`src/rtl/ssip_pkg.sv`:
```
// ----------------------------------------------------------------------------
// ssip_pkg: shared definitions for the sorted search insert position unit
// Table geometry, operation codes and the request/response structs that pass
// between the top level and the search sequencer.
// ----------------------------------------------------------------------------
package ssip_pkg;

    localparam int DEPTH = 1024;
    localparam int AW    = (DEPTH > 1) ? $clog2(DEPTH) : 1;
    localparam int CW    = $clog2(DEPTH + 1);
    localparam int DW    = 32;
    localparam int IDX_W = 11;

    localparam logic [1:0] OP_CLEAR  = 2'd0;
    localparam logic [1:0] OP_APPEND = 2'd1;
    localparam logic [1:0] OP_SEARCH = 2'd2;

    typedef struct packed {
        logic                 start;
        logic signed [DW-1:0] key;
        logic [CW-1:0]        count;
    } srch_req_t;

    typedef struct packed {
        logic          done;
        logic [CW-1:0] index;
        logic          found;
    } srch_rsp_t;

endpackage

```
`src/rtl/ssip_search.sv`:
```
// ----------------------------------------------------------------------------
// ssip_search: binary search sequencer
// Issues one table read per cycle and narrows the half-open window [left, hi)
// with an equality and a signed compare, tracking the lowest greater probe.
// ----------------------------------------------------------------------------
module ssip_search
    import ssip_pkg::*;
(
    input  logic          clk,
    input  logic          rst_n,
    input  srch_req_t     req,
    input  logic [DW-1:0] rd_data,
    output logic          rd_en,
    output logic [AW-1:0] rd_addr,
    output logic          busy,
    output srch_rsp_t     rsp
);

    typedef enum logic [1:0] {
        S_IDLE  = 2'b01,
        S_PROBE = 2'b10
    } srch_state_t;

    srch_state_t          state_reg, state_next;
    logic [CW-1:0]        left_reg, left_next;
    logic [CW-1:0]        hi_reg, hi_next;
    logic [CW-1:0]        mid_reg, mid_next;
    logic [CW-1:0]        bound_reg, bound_next;
    logic signed [DW-1:0] key_reg, key_next;
    logic                 is_eq;
    logic                 is_gt;
    logic                 finish;

    assign is_eq = (rd_data == key_reg);
    assign is_gt = ($signed(rd_data) > key_reg);

    always_comb
    begin
        state_next = state_reg;
        left_next  = left_reg;
        hi_next    = hi_reg;
        bound_next = bound_reg;
        key_next   = key_reg;
        finish     = 1'b0;
        rsp        = '0;
        case (state_reg)
            S_IDLE:
            begin
                if (req.start)
                begin
                    left_next  = '0;
                    hi_next    = req.count;
                    bound_next = req.count;
                    key_next   = req.key;
                    state_next = S_PROBE;
                end
            end
            S_PROBE:
            begin
                if (is_eq)
                begin
                    finish    = 1'b1;
                    rsp.index = mid_reg;
                    rsp.found = 1'b1;
                end
                else
                begin
                    if (is_gt)
                    begin
                        bound_next = mid_reg;
                        hi_next    = mid_reg;
                    end
                    else
                    begin
                        left_next = mid_reg + CW'(1);
                    end
                    if (left_next >= hi_next)
                    begin
                        finish    = 1'b1;
                        rsp.index = bound_next;
                    end
                end
                if (finish)
                begin
                    rsp.done   = 1'b1;
                    state_next = S_IDLE;
                end
            end
            default:
            begin
                state_next = S_IDLE;
            end
        endcase
        // Midpoint of the next window; the difference is nonnegative whenever used.
        mid_next = left_next + ((hi_next - left_next - CW'(1)) >> 1);
    end

    assign rd_addr = mid_next[AW-1:0];
    assign rd_en   = ((state_reg == S_IDLE) && req.start) ||
                     ((state_reg == S_PROBE) && !finish);
    assign busy    = (state_reg != S_IDLE);

    always_ff @(posedge clk or negedge rst_n)
    begin
        if (!rst_n)
        begin
            state_reg <= S_IDLE;
        end
        else
        begin
            state_reg <= state_next;
        end
    end

    always_ff @(posedge clk)
    begin
        left_reg  <= left_next;
        hi_reg    <= hi_next;
        mid_reg   <= mid_next;
        bound_reg <= bound_next;
        key_reg   <= key_next;
    end

endmodule

```
`config.mk`:
```
export PLATFORM = sky130hd
export DESIGN_NAME = ssip_search
export DESIGN_NICKNAME = d
export VERILOG_FILES = /design/src/rtl/ssip_pkg.sv /design/src/rtl/ssip_search.sv
export SDC_FILE = /design/constraint.sdc
export NUM_CORES = 1
export LEC_CHECK = 0
export BUFFER_PORTS_ARGS = -buffer_cell sky130_fd_sc_hd__buf_2
export CORE_MARGIN = 2
export CORE_UTILIZATION = 56
export DETAILED_ROUTE_END_ITERATION = 16
export GPL_TIMING_DRIVEN = 1
export HOLD_SLACK_MARGIN = 0.08
export MAX_ROUTING_LAYER = met4
export PLACE_DENSITY = 0.92
export SETUP_SLACK_MARGIN = 0.05
export SLEW_MARGIN = 20
export SYNTH_ARGS = -nofsm -noshare
export SYNTH_HDL_FRONTEND = slang
export SYNTH_SLANG_ARGS = --single-unit
```
`constraint.sdc`:
```
create_clock -name clk -period 10.7 [get_ports clk]
set_input_delay 2.675 -clock clk [delete_from_list [all_inputs] [get_ports clk]]
set_output_delay 2.675 -clock clk [all_outputs]
set_load 0.1 [all_outputs]
```
==> results.py, run 1 <==
metrics = {
    "clocking": {
        "worstSkewPairLatency_ps": 360,
        "cts.hold.buffers_added": 0,
        "cts_tree": "yes",
        "clk_path_buf_depth": 2,
        "clk_pin_slew_ps": 80,
        "clock_sink_count": 78,
        "cts_buffers": 9,
        "htree_levels": 3,
        "cts-root-buf": "clkbuf_8",
    },
    "logic_synthesis": {
        "synth-xor-area-share_pct": 4.509,
        "synth-seq-area-share_pct": 38.19,
        "synth_top_area_share_pct": 24.62,
        "yosysTopAreaCell": "edfxtp_1",
        "avgSynthCellArea_sq_um": 9.283,
        "synth_edf_count": 43,
        "synth_cells": 565,
        "synth_top_family_by_area": "compound AO/OA/AOI/OAI gates",
        "ys_top_cells_by_area": "edfxtp_1 25%, ha_1 16%, dfxtp_1 13%",
        "ys_ff_latch": 78,
        "synth_flop_cell": "edfxtp_1",
        "synthMostInstantiatedCell": "inv_1",
        "synthesis.area_sq_mm": 0.005245,
        "ys_top_cells_by_count": "66 x inv_1, 65 x ha_1, 61 x a21oi_1",
        "yosysWarnings": 0,
        "synth_compound_area_share_pct": 18.92,
        "syn_nets": 710,
        "synthSimpleGateAreaFrac_pct": 12.00,
        "synthAdderAreaFrac_pct": 16.27,
        "synth.area.mux_share_pct": 2.719,
        "synthArstFlopShare_pct": 2.564,
        "ys_types": 56,
    },
    "layout": {
        "diodes": 0,
        "fillers": 657,
        "finalNetCount": 813,
        "layout.area.seq_sq_mm": 0.002003,
        "final_cells": 784,
        "syn_to_final_growth_pct": 19.59,
        "largest_reg_flops": 32,
        "drive_above_1_share_pct": 24.67,
        "fin_area_sq_mm": 0.006272,
        "multi_input_area_sq_mm": 0.002963,
    },
    "timing": {
        "relSlewSlack_pct": 50.96,
        "max_freq_mhz": 94.95,
        "finalSetupViolations": 0,
        "worst_slew_pin_slew_ps": 734.8,
        "post-route-min-period_ps": 10530,
        "finalCritPeriodShare_pct": 98.43,
        "finalWorstSetupSlack_ps": 168.5,
        "final_max_slew_viol_count": 0,
        "hold_violations": 0,
        "skew_ps": 18.08,
    },
    "global_routing": {
        "grt_first_pass_wirelength_mm": 21.85,
        "grt_max_degree": 34,
        "grt_antenna_before_repair": 0,
        "grt_pass1_vias": 4727,
        "gr-total-overflow": 0,
        "grt.total_usage_pct": 28.48,
    },
    "critical_path": {
        "rrSetupSlack_ps": 5110,
        "worstReg2RegStart": "key_reg[18]",
        "startpoint_type": "input port",
        "rr_worst_depth": 27,
        "cp-end-kind": "output pin",
        "critPathKind": "in -> out",
        "required_ps": 8030,
        "crit_start": "rd_data[31]",
        "crit_fanout": 24,
        "crit_arrival_ps": 7860,
    },
    "floorplanning": {
        "ioPinCount": 103,
        "die-width_um": 100.8,
        "core_region_area_sq_mm": 0.009153,
        "dieArea_sq_mm": 0.01016,
        "start_util_pct": 57.31,
        "num_rows": 35,
        "die_y_um": 100.8,
    },
    "placed_design": {
        "placed_cell_area_sq_mm": 0.005952,
        "pre_cts_slack_ps": -81.75,
        "portBuffers": 102,
        "dp_hpwl_mm": 10.67,
        "gp_congestion": 0.9131,
        "post-place-cells": 765,
    },
    "worst_hold_path": {
        "holdCritPathClass": "reg -> reg",
        "holdPathStages": 2,
        "hp-start": "state_reg[0]",
    },
    "detailed_routing": {
        "detail_route.first_pass.iterations": 5,
        "vias_per_cell": 5.986,
        "final_antenna_net_count": 0,
        "remaining_drc_errors": 0,
        "vias": 4693,
        "routed_wl_mm": 14.32,
        "initialDrtViolationCount": 435,
        "wl_per_cell_um": 18.26,
    },
    "run_status": {
        "status": "complete, no violations",
    },
    "run": {
        "cap_violations": 0,
    },
}
[critical path: stages]
cell       delay [ps]
buf_2             100
ha_1              330
nand4_4           150
nor4_4            340
or3b_4            430
a31oi_2           280
or2_4             220
nand2_2            90
buf_12            180
a21oi_1           290
o21ai_2           120
ha_2              340
a21o_1            210
a21oi_2           190
xnor2_1           140
ha_1              280
inv_1             100
o21ai_2            70
and2_1            170
o21ai_1           160
nand2_1           110
a21oi_1           180
o21bai_1          130
xor2_1            290
clkbuf_16         260
[layer usage]
metal  routed length [um]  track usage (%)  part of all wire [%]  vias to the layer above
met5                    0                -                     0                        -
met4                  484            11.17                   3.4                        0
met3                 1207            6.380                   8.4                       58
met2                 6856            46.87                    48                      259
met1                 5767            34.00                    40                     2162
li1                     -                -                     -                     2214
[worst paths after layout]
| kind | endpoint |
|---|---|
| max in group asynchronous | state_reg[0] |
| worst min-delay path | state_reg[0] |
| worst max-delay path | rd_addr[8] |
| worst max register to register | mid_reg[10] |
| min in group asynchronous | state_reg[1] |
| worst min register to register | state_reg[0] |
[stage by stage]
stage               hold WS (ps)  setup TNS (ps)  utilization [%]
finish                     509.5               0            68.53
global route               535.9          -93.14            68.53
CTS                        515.0          -7.773            66.85
detailed placement         502.9          -104.8            65.03
global placement           481.9               0            65.03
floorplan                  465.4               0                -
[kinds of logic after synthesis]
group / count (synthesis)
adders and majority gates: 67
AOI/OAI and AO/OA: 158
muxes: 14
buffers and inverters: 91
and+or+nand+nor: 130
DFF: 78
xor gates and xnor gates: 27
[repair_timing]
action	in CTS	in global routing
hold endpoints to repair	0	0
endpoints found under the setup margin	2	4
buffers inserted	0	3
pin swaps	0	10
resized for setup	2	38
[layout by cell type, fill, tap and decap left out, types with 13 or more instances in the layout]
master / netlist / final
buf_2: 1 / 95
ha_1: 65 / 62
buf_4: 10 / 13
dfxtp_1: 33 / 33
nand2_1: 38 / 37
a22o_1: 14 / 14
inv_1: 66 / 65
edfxtp_1: 43 / 43
a21oi_1: 61 / 56
xnor2_1: 16 / 15
o21ai_0: 30 / 18
nor2_1: 45 / 42
[layout make-up]
class                           count  share of cell area [%]
Clock buffer                       10                   2.035
Clock inverter                      6                  0.6184
Inverter                           66                   3.950
Multi-Input combinational cell    396                   47.24
Sequential cell                    78                   31.94
Tap cell                          111                   2.214
Timing Repair Buffer              117                   12.01
Power of run 1 is left out: the tool's default activity adds up to more than one toggle a clock period on the data nets, which glitch-free logic cannot reach.
==> inputs of run 2 (changes only) <==
- ABC_AREA: not set -> 1
- CORE_UTILIZATION: 56 -> 57
==> run 2 against run 1 <==
Effect of this change:
- synthesized cell count grew 27%
- first-iteration DRC count shrank 34%
- area after synthesis grew 8.1%
- cell area grew 2.9%
- sequential share of layout area shrank 0.90 points
- wire length shrank 11%
- count of clock-buffer cells in the layout is the same
- core utilization shrank 2.2 points
- non-clock buffer count shrank 8
- global-route usage shrank 3.7 points
- clock skew shrank 9.4 ps
==> results.py, run 2 <==
metrics = {
    "layout": {
        "layout_common_cells": "162 x nand2_1, 117 x inv_1, 100 x buf_2, 65 x ha_1, 43 x edfxtp_1",
        "syn_to_final_growth_pct": 13.84,
        "final_common_cell": "nand2_1",
        "drive_above_1_share_pct": 19.66,
        "final_cells": 947,
        "largest_reg_flops": 32,
        "diodes": 0,
        "finalNetCount": 954,
    },
    "timing": {
        "relSlewSlack_pct": 48.97,
        "hold_violations": 0,
        "finalSetupViolations": 0,
        "final_max_slew_viol_count": 0,
        "rsz0062_at_grt": "true",
        "worst_slew_pin_slew_ps": 762.7,
        "skew_ps": 8.652,
        "max_freq_mhz": 97.78,
        "whs_ps": 534.7,
        "post-route-min-period_ps": 10230,
        "setup-tns-final_ps": 0,
        "finalCritPeriodShare_pct": 95.58,
    },
    "critical_path": {
        "crit_arrival_ps": 7550,
        "crit_start": "rd_data[11]",
        "rr_worst_depth": 32,
        "crit_slowest_cell": "buf_2",
        "worstReg2RegStart": "key_reg[31]",
        "crit_fanout": 30,
        "startpoint_type": "input port",
        "max_stage_delay_ps": 460,
        "path_common_cell": "nand2_1",
        "critPathKind": "in -> out",
        "cp-end-kind": "output pin",
        "required_ps": 8030,
    },
    "run": {
        "cap_violations": 0,
    },
    "detailed_routing": {
        "detail_route.first_pass.iterations": 5,
        "routed_wl_mm": 12.80,
        "vias": 4992,
        "wl_per_cell_um": 13.52,
        "final_antenna_net_count": 0,
        "vias_per_cell": 5.271,
        "remaining_drc_errors": 0,
        "initialDrtViolationCount": 285,
    },
    "clocking": {
        "cts_buffers": 9,
        "cts-root-buf": "clkbuf_8",
        "clock_sink_count": 78,
        "postCtsSetupBuffers": 0,
        "htree_levels": 3,
        "clk_pin_slew_ps": 70,
        "ctsResizeCount": 0,
        "cts.hold.buffers_added": 0,
        "clk_path_buf_depth": 2,
        "worstSkewPairLatency_ps": 350,
        "cts_tree": "yes",
    },
    "logic_synthesis": {
        "synth_top_family_by_area": "simple AND/OR/NAND/NOR gates",
        "synth_compound_area_share_pct": 15.27,
        "synth_edf_count": 43,
        "synth_top_area_share_pct": 22.78,
        "synth-xor-area-share_pct": 2.935,
        "synth_cells": 719,
        "yosysWarnings": 0,
        "ys_top_cells_by_count": "162 x nand2_1, 117 x inv_1, 65 x ha_1",
        "avgSynthCellArea_sq_um": 7.885,
        "yosysTopAreaCell": "edfxtp_1",
        "ys_types": 47,
        "synthSimpleGateAreaFrac_pct": 19.75,
        "ys_ff_latch": 78,
        "synthesis.area_sq_mm": 0.005669,
        "synthAdderAreaFrac_pct": 15.05,
        "synth-seq-area-share_pct": 35.33,
        "syn_nets": 864,
        "synth.area.mux_share_pct": 0,
        "synthArstFlopShare_pct": 2.564,
        "synth_flop_cell": "edfxtp_1",
        "synthMostInstantiatedCell": "nand2_1",
        "ys_top_cells_by_area": "edfxtp_1 23%, ha_1 14%, dfxtp_1 12%",
    },
    "floorplanning": {
        "die-width_um": 103.7,
        "ioPinCount": 103,
        "dieArea_sq_mm": 0.01076,
        "die_y_um": 103.7,
        "core_region_area_sq_mm": 0.009729,
        "num_rows": 36,
        "start_util_pct": 58.27,
    },
    "global_routing": {
        "grt_pass1_vias": 4775,
        "grt_max_degree": 34,
        "grt_first_pass_wirelength_mm": 21.15,
        "grt.total_usage_pct": 24.78,
        "grt_antenna_before_repair": 0,
        "gr-total-overflow": 0,
    },
    "worst_hold_path": {
        "holdCritPathClass": "reg -> reg",
        "holdPathStages": 2,
        "hp-start": "state_reg[0]",
    },
    "placed_design": {
        "gp_congestion": 0.9427,
        "dp_hpwl_mm": 10.01,
        "portBuffers": 102,
        "post-place-cells": 931,
    },
    "run_status": {
        "status": "complete, no violations",
    },
}
## run 2: cell count changes in the layout (fill, tap and decap cells not counted), moves of 10 or more
cell and change:
xnor2_1 -11, o21ai_1 +29, nor2_1 -10, and2_1 -10, a21oi_1 -16, nand2_1 +125, mux2i_1 -12, a22o_1 -14
inv_1 +52
## run 2: final timing paths
| check | end | slack [ps] |
|---|---|---|
| min in group asynchronous | state_reg[1] | 2090 |
| setup / recovery | rd_addr[7] | 470 |
| setup reg to reg | mid_reg[10] | 5640 |
| hold / removal | state_reg[0] | 530 |
| max in group asynchronous | state_reg[0] | 8420 |
| hold reg to reg | state_reg[0] | 530 |
## run 2: stage by stage
step	util, %	setup slack [ps]	cell area, sq um
after global placement	64.06	622.4	6232
after detailed placement	64.06	376.0	6232
after CTS	66.02	349.5	6424
final	66.33	473.4	6454
after global routing	66.33	24.52	6454
after floorplan	-	1156	5669
## run 2: worst max-delay path, delay by kind of cell
kind	cells	cell delay (ps)
buf+inv	5	870
fa+ha+maj	3	970
xor+xnor	1	200
simple gates	17	1750
compound gates	5	1080
## run 2: kinds of logic after synthesis
family          Yosys count
compound gates          150
xor+xnor                 19
fa+ha+maj                67
buf+inv                 153
flops                    78
simple gates            252
## run 2: layout make-up
class,instances,area (sq um)
Tap cell,133,166.4
Timing Repair Buffer,109,593.1
Clock inverter,6,63.81
Fill cell,806,3276
Clock buffer,10,127.6
Multi-Input combinational cell,488,3025
Sequential cell,78,2003
Inverter,123,474.2
## run 2: per-layer routing
metal | global-route usage [%] | up-vias | part of all wire [%]
li1 | - | 2550 | -
met3 | 4.028 | 27 | 5.9
met4 | 9.749 | 0 | 2.2
met5 | - | - | 0
met2 | 41.11 | 175 | 49
met1 | 30.40 | 2240 | 43
Power of run 2 is left out for the same reason.
